### config.mk
export PLATFORM = sky130hd
export DESIGN_NAME = rprr_div
export DESIGN_NICKNAME = d
export VERILOG_FILES = /design/src/hdl/rolling_percentile_rank_regime_assert.svh /design/src/hdl/rprr_pkg.sv /design/src/hdl/rprr_div.sv
export SDC_FILE = /design/constraint.sdc
export NUM_CORES = 1
export LEC_CHECK = 0
export BUFFER_PORTS_ARGS = -buffer_cell sky130_fd_sc_hd__buf_2
export CAP_MARGIN = 25
export CORE_UTILIZATION = 40
export DETAILED_ROUTE_END_ITERATION = 10
export GPL_ROUTABILITY_DRIVEN = 0
export PLACE_DENSITY = 0.75
export SKIP_CTS_REPAIR_TIMING = 1
export SLEW_MARGIN = 20
export SYNTH_ARGS = -nofsm -noshare
export SYNTH_HDL_FRONTEND = slang
export SYNTH_SLANG_ARGS = --single-unit
### constraint.sdc
create_clock -name clk -period 2.2 [get_ports clk]
set_clock_uncertainty 0.1 [all_clocks]
set_input_delay 0.11 -clock clk [delete_from_list [all_inputs] [get_ports clk]]
set_output_delay 0.11 -clock clk [all_outputs]
set_load 0.05 [all_outputs]
### src/hdl/rolling_percentile_rank_regime_assert.svh
// ----------------------------------------------------------------------------
// Assertion macros for the rolling percentile rank regime block
// Shared wrappers so every check uses the same clock and reset qualification.
// ----------------------------------------------------------------------------
`ifndef ROLLING_PERCENTILE_RANK_REGIME_ASSERT_SVH
`define ROLLING_PERCENTILE_RANK_REGIME_ASSERT_SVH

// A property that must hold at every clock edge outside of reset.
`define RPRR_ASSERT(label, prop, msg) \
  label: assert property (@(posedge clk) disable iff (!rst_n) (prop)) \
    else $error(msg);

// A condition that must never be seen outside of reset.
`define RPRR_ASSERT_NEVER(label, cond, msg) \
  label: assert property (@(posedge clk) disable iff (!rst_n) !(cond)) \
    else $error(msg);

`endif

### src/hdl/rprr_pkg.sv
// ----------------------------------------------------------------------------
// Rolling percentile rank regime package
// Widths, register indexes and regime codes shared by the block's modules.
// ----------------------------------------------------------------------------
package rprr_pkg;

  // Window length register width; also bounds the prior-sample count.
  localparam int WIN_W  = 9;
  // Percent in Q8 fixed point (0..25600).
  localparam int PCT_W  = 15;
  // Product of a percent value and a count: 15 x 9 bits.
  localparam int PROD_W = PCT_W + WIN_W;
  // Configuration index width.
  localparam int CFG_IDX_W = 2;

  localparam logic [PCT_W-1:0] RANK_FULL = PCT_W'(25600);

  localparam logic [CFG_IDX_W-1:0] CFG_WINDOW_LEN = 2'd0;
  localparam logic [CFG_IDX_W-1:0] CFG_LO_PCT     = 2'd1;
  localparam logic [CFG_IDX_W-1:0] CFG_HI_PCT     = 2'd2;

  localparam logic [WIN_W-1:0] WINDOW_LEN_RST = WIN_W'(250);
  localparam logic [PCT_W-1:0] LO_PCT_RST     = PCT_W'(7680);
  localparam logic [PCT_W-1:0] HI_PCT_RST     = PCT_W'(17920);

  typedef enum logic [1:0] {
    REGIME_CALM     = 2'd0,
    REGIME_NORMAL   = 2'd1,
    REGIME_VOLATILE = 2'd2
  } regime_t;

endpackage

### src/hdl/rprr_div.sv
// ----------------------------------------------------------------------------
// Serial restoring divider
// Produces one quotient bit per cycle for the rank division.
// ----------------------------------------------------------------------------
module rprr_div
  import rprr_pkg::*;
(
  input  logic              clk,
  input  logic              rst_n,
  input  logic              start,
  input  logic [PROD_W-1:0] dividend,
  input  logic [WIN_W-1:0]  divisor,
  output logic              done,
  output logic [PROD_W-1:0] quotient
);

  localparam int CNT_W = $clog2(PROD_W + 1);

  logic              busy_r, busy_nxt;
  logic              done_r, done_nxt;
  logic [CNT_W-1:0]  cnt_r, cnt_nxt;
  logic [PROD_W-1:0] quo_r, quo_nxt;
  logic [WIN_W-1:0]  rem_r, rem_nxt;
  logic [WIN_W-1:0]  dsr_r, dsr_nxt;
  logic [WIN_W:0]    trial;

  // The remainder stays below the divisor, so one extra bit holds the trial.
  assign trial = {rem_r, quo_r[PROD_W-1]};

  always_comb begin
    busy_nxt = busy_r;
    done_nxt = done_r;
    cnt_nxt  = cnt_r;
    quo_nxt  = quo_r;
    rem_nxt  = rem_r;
    dsr_nxt  = dsr_r;
    if (start) begin
      busy_nxt = 1'b1;
      done_nxt = 1'b0;
      cnt_nxt  = CNT_W'(PROD_W);
      quo_nxt  = dividend;
      rem_nxt  = '0;
      dsr_nxt  = divisor;
    end else if (busy_r) begin
      if (trial >= {1'b0, dsr_r}) begin
        rem_nxt = WIN_W'(trial - {1'b0, dsr_r});
        quo_nxt = {quo_r[PROD_W-2:0], 1'b1};
      end else begin
        rem_nxt = trial[WIN_W-1:0];
        quo_nxt = {quo_r[PROD_W-2:0], 1'b0};
      end
      cnt_nxt = cnt_r - 1'b1;
      if (cnt_r == CNT_W'(1)) begin
        busy_nxt = 1'b0;
        done_nxt = 1'b1;
      end
    end
  end

  always_ff @(posedge clk) begin
    if (!rst_n) begin
      busy_r <= 1'b0;
      done_r <= 1'b0;
      cnt_r  <= '0;
    end else begin
      busy_r <= busy_nxt;
      done_r <= done_nxt;
      cnt_r  <= cnt_nxt;
    end
    quo_r <= quo_nxt;
    rem_r <= rem_nxt;
    dsr_r <= dsr_nxt;
  end

  assign done     = done_r;
  assign quotient = quo_r;

endmodule

### Word level (Yosys, flattened, before mapping)

Index checks and enable logic that the tools add are counted.

* add/subtract/negate cells: 2
* mux-type cells: 9
* bitwise logic cells: 1
* eq/ne operators: 1
* reduce and logical (&&, ||, !) cells: 3
* order comparisons: 1

Operators with widths (count)
* two-way mux 24 bit: 2
* greater-or-equal comparator 10 x 9 -> 1 bit: 1
* two-way mux 5 bit: 2
* two-way mux 9 bit: 1
* subtractor 9 bit: 1
* equality test 5 x 1 -> 1 bit (second input constant): 1
* subtractor 5 x 1 -> 5 bit (second input constant): 1
* two-way mux 1 bit: 4
* AND reduction 2 bit: 1
* nonzero test 2 bit: 1
* OR reduction 2 bit: 1
* NOT 1 bit: 1

* output and inout bits: 25
* word-level logic and storage cells: 24
* bits in registers: 49
* input bits: 36

### Logic depth before layout (Yosys ltp)

* word-level depth: 4
* mapped depth: 10
* depth with buffers taken out: 9

### Least setup slack after synthesis

OpenSTA, ideal clock, no wires.

* path type: register to register
* start: register quo_r[23] (netlist: quotient[23])
* end: register rem_r[0]
* path buffers: 1
* required time: 2009 ps
* period minus slack after synthesis: 2664 ps
* arrival time: 2474 ps
* path slack: -464 ps
* stages on the path, launching flop included: 11
* library setup time: 91 ps
* cells stage by stage: edfxtp_1 > inv_1 > ha_1 > inv_1 > fa_1 > a211oi_2 > o21a_1 > o211a_2 > clkbuf_8 > nand2_1 > a311oi_1

* cells in the longest elaborated chain, start to end: 2
* elaborated cells between the ends (all ways): 3
* those cells by class: add/sub: 1; order compare: 1; mux: 1

Ends and longest elaborated chain
* from (decl): line rprr_div.sv:22 `logic [PROD_W-1:0] quo_r, quo_nxt;`
* from (signal assigned): line rprr_div.sv:70 `quo_r <= quo_nxt;`
* subtractor 9 bit or greater-or-equal comparator 10 x 9 -> 1 bit (tied branches): line rprr_div.sv:46, rprr_div.sv:45
* two-way mux 9 bit *: line rprr_div.sv:45 `if (trial >= {1'b0, dsr_r}) begin`
* to (signal assigned): line rprr_div.sv:71 `rem_r <= rem_nxt;`
* to (decl): line rprr_div.sv:23 `logic [WIN_W-1:0] rem_r, rem_nxt;`

Mark *: on every way between the ends. The rest lies on a longest branch, timed or not.
A chain may end at the register's enable or synchronous reset.

### Final worst setup path

Same ends and word-level chain as after synthesis.

==> impl_metrics.ini <==
[outcome]
outcome = complete, but fails checks
failed_checks = negative hold slack, negative setup slack

[place]
io_buffer_count = 60
hpwl_um = 3692
place_area_mm2 = 0.002982
place_ws_ns = -0.06703

[detailed_routing]
first_pass_iters = 4
wire_per_inst_um = 14.83
wl_um = 5621
viasPerCell = 5.153
detail-route-antenna-nets = 0
route.detailed.drc = 0
vias = 1953
drt_iter0_drc = 107

[clock_tree]
insertion_delay_ns = 0.31
cts_buffers = 5
clk_path_buf_depth = 2
path_clk_slew_ns = 0.09
cts_sinks = 49
htree_num_levels = 2
clk_root_buffer_cell = clkbuf_8
cts_tree = built

[sta]
finalSetupTns_ns = -0.1309
hold_viol_final = 1
worstMarginPinSlew_ns = 0.5701
relSlewSlack = 0.6200
rsz0062_at_grt = yes
setup_viol = 7
slew_violations = 0
post-route-period-util = 1.028
holdWs_ns = -0.0008777
max_clock_freq_mhz = 442.2
period_needed_ns = 2.261
final.setup.worst_slack_ns = -0.06127

[synth]
netlist_instances = 204
synthTopCellsByArea = edfxtp_1 40%, dfxtp_1 13%, mux2_2 10%
avgSynthCellArea_um2 = 12.11
ys_ff_latch = 49
synth_top_area_frac = 0.4010
yosys-top-cells-count = 33 x edfxtp_1, 23 x mux2_2, 19 x nor2_1
synthesis.nets = 252
synth-main-ff-cell = edfxtp_1
async_flop_share = 0
synthMostInstantiatedCell = edfxtp_1
yosys_warnings = 0
yosysUniqueCellTypes = 44
synth_edf_count = 33
synthesis.area_mm2 = 0.002471
yosys.area.top_type = edfxtp_1
yosysSeqAreaShare = 0.5306

[flow_run]
cap_violations = 0

[global_route]
grt_usage = 0.1781
grt_pass1_wl_um = 8797
grt_pass1_vias = 1961
overflow = 0
grt_max_degree = 26
antenna_found_initial = 0

[critical_path]
path_class = reg -> reg
slowest_delay_ns = 0.42
endpoint_kind = flip-flop
crit_chain = inv_2, ha_4, inv_2, fa_2, a211oi_2, o21a_2, o211a_4, nand2_1, a311oi_2
cp_common_cell = inv_2
critical_path.max_fanout = 7
rr_worst_depth = 9
required_ns = 2.32
cpMaxStageDelayCell = edfxtp_1
cp_top_family = compound AO/OA/AOI/OAI gates
crit_path_start_kind = flip-flop
arrival_ns = 2.38
r2r-start = quotient[23]$_DFFE_PP_
r2r_slack_ns = -0.06
crit_buf_inv = 2
regToRegEndpoint = rem_r[0]$_SDFFE_PP0P_

[floorplan]
io_pins = 61
die_area_mm2 = 0.006496
floorplan.rows = 28
core-area_mm2 = 0.005956
die_w_um = 80.60
die_h_um = 80.60
start_util = 0.4149

[min_path]
hp-start = dividend[19]
hp-class = in -> reg
hold_end = quotient[19]$_DFFE_PP_
min_path_cells = 2

[pwr]
intPower_mw = 1.670
swShare = 0.3283
pwr-share-clk = 0.227
power_frac_seq = 0.458
comb_power_share = 0.316
power.density_mw_per_mm2 = 749.4
p_sw_uw = 816.4
power.leakage_nw = 1.430
vdd_drop_max_mv = 0.4415

[finish]
postLayoutCellArea_mm2 = 0.003318
final_core_util = 0.5571
area_delta_synth_final_pct = 34.28
multiInputGateArea_mm2 = 0.001125
seqCellArea_mm2 = 0.001311
antennaDiodeCount = 0
nets = 351
drive_gt1_frac = 0.4342
fill_cells = 508
-- how the worst max path moves through the flow --
stage	end	slack, ns	from	cells after the start
after floorplan	rem_r[0]$_SDFFE_PP0P_	-0.38	quotient[23]$_DFFE_PP_	10
after global placement	rem_r[4]$_SDFFE_PP0P_	-0.03	quotient[23]$_DFFE_PP_	9
after detailed placement	rem_r[8]$_SDFFE_PP0P_	-0.07	quotient[23]$_DFFE_PP_	9
after CTS	rem_r[8]$_SDFFE_PP0P_	-0.09	quotient[23]$_DFFE_PP_	9
after global routing	rem_r[0]$_SDFFE_PP0P_	-0.18	quotient[23]$_DFFE_PP_	9
final	rem_r[0]$_SDFFE_PP0P_	-0.06	quotient[23]$_DFFE_PP_	9
-- cell families after synthesis --
kind of cell,count (synthesis),synth area share
compound gates,36,0.1089
buf+inv,23,0.03899
simple gates,45,0.09216
mux,31,0.1372
flops,49,0.5306
fa+ha+maj,12,0.06380
xor+xnor,8,0.02836
-- registers in the layout, indices dropped and copies added (netlist names) --
register and count:
quotient 24, dsr_r 9, rem_r 9, cnt_r 5
busy_r 1, done 1
-- per-stage QoR --
step,cells,total power [mW]
2_1_floorplan,204,1.662
3_3_place_gp,351,1.857
3_5_place_dp,351,1.869
4_1_cts,359,2.436
5_1_grt,379,2.623
6_report,379,2.487
-- per-layer routing --
metal  track usage  part of all wire
met1        0.2160              0.42
met2        0.3000              0.50
met3       0.05114             0.064
met4       0.06071             0.013
met5             0                 0
-- cell type report --
type,instances,area share
well taps,75,0.02828
repair buffers,98,0.1904
multi-input cells,133,0.3390
clock inverters,2,0.004148
flip-flops and latches,49,0.3952
inverters,16,0.01810
clock buffers,6,0.02489
-- layout by cell type (no fill, tap or decap), types with 2 or more instances in the layout --
master	Yosys	final
inv_2	0	2
edfxtp_1	33	33
o21ai_0	2	2
clkbuf_8	1	6
dlygate4sd3_1	0	17
o211a_4	0	2
buf_2	0	60
a211oi_1	8	7
nor2_1	19	19
dfxtp_1	16	16
nand2_1	6	6
xnor2_1	2	2
a311oi_2	1	2
nand2b_1	3	3
o21a_1	3	2
nand3_1	2	2
or2_2	2	2
inv_1	16	14
mux2i_1	8	8
buf_4	0	20
a21oi_1	8	7
xor2_1	6	6
mux2_2	23	23
and3_1	2	2
a211oi_2	1	2
ha_1	11	10
nor3_1	2	2
o211ai_1	3	3
-- power by group through the flow --
stage | sequential (mW) | clock (mW) | combinational [mW]
finish | 1.14 | 0.564 | 0.785
global route | 1.15 | 0.624 | 0.847
CTS | 1.14 | 0.580 | 0.719
detailed placement | 1.15 | 0 | 0.716
global placement | 1.15 | 0 | 0.703
floorplan | 1.32 | 0 | 0.346
(Power assumes the default switching activity.)
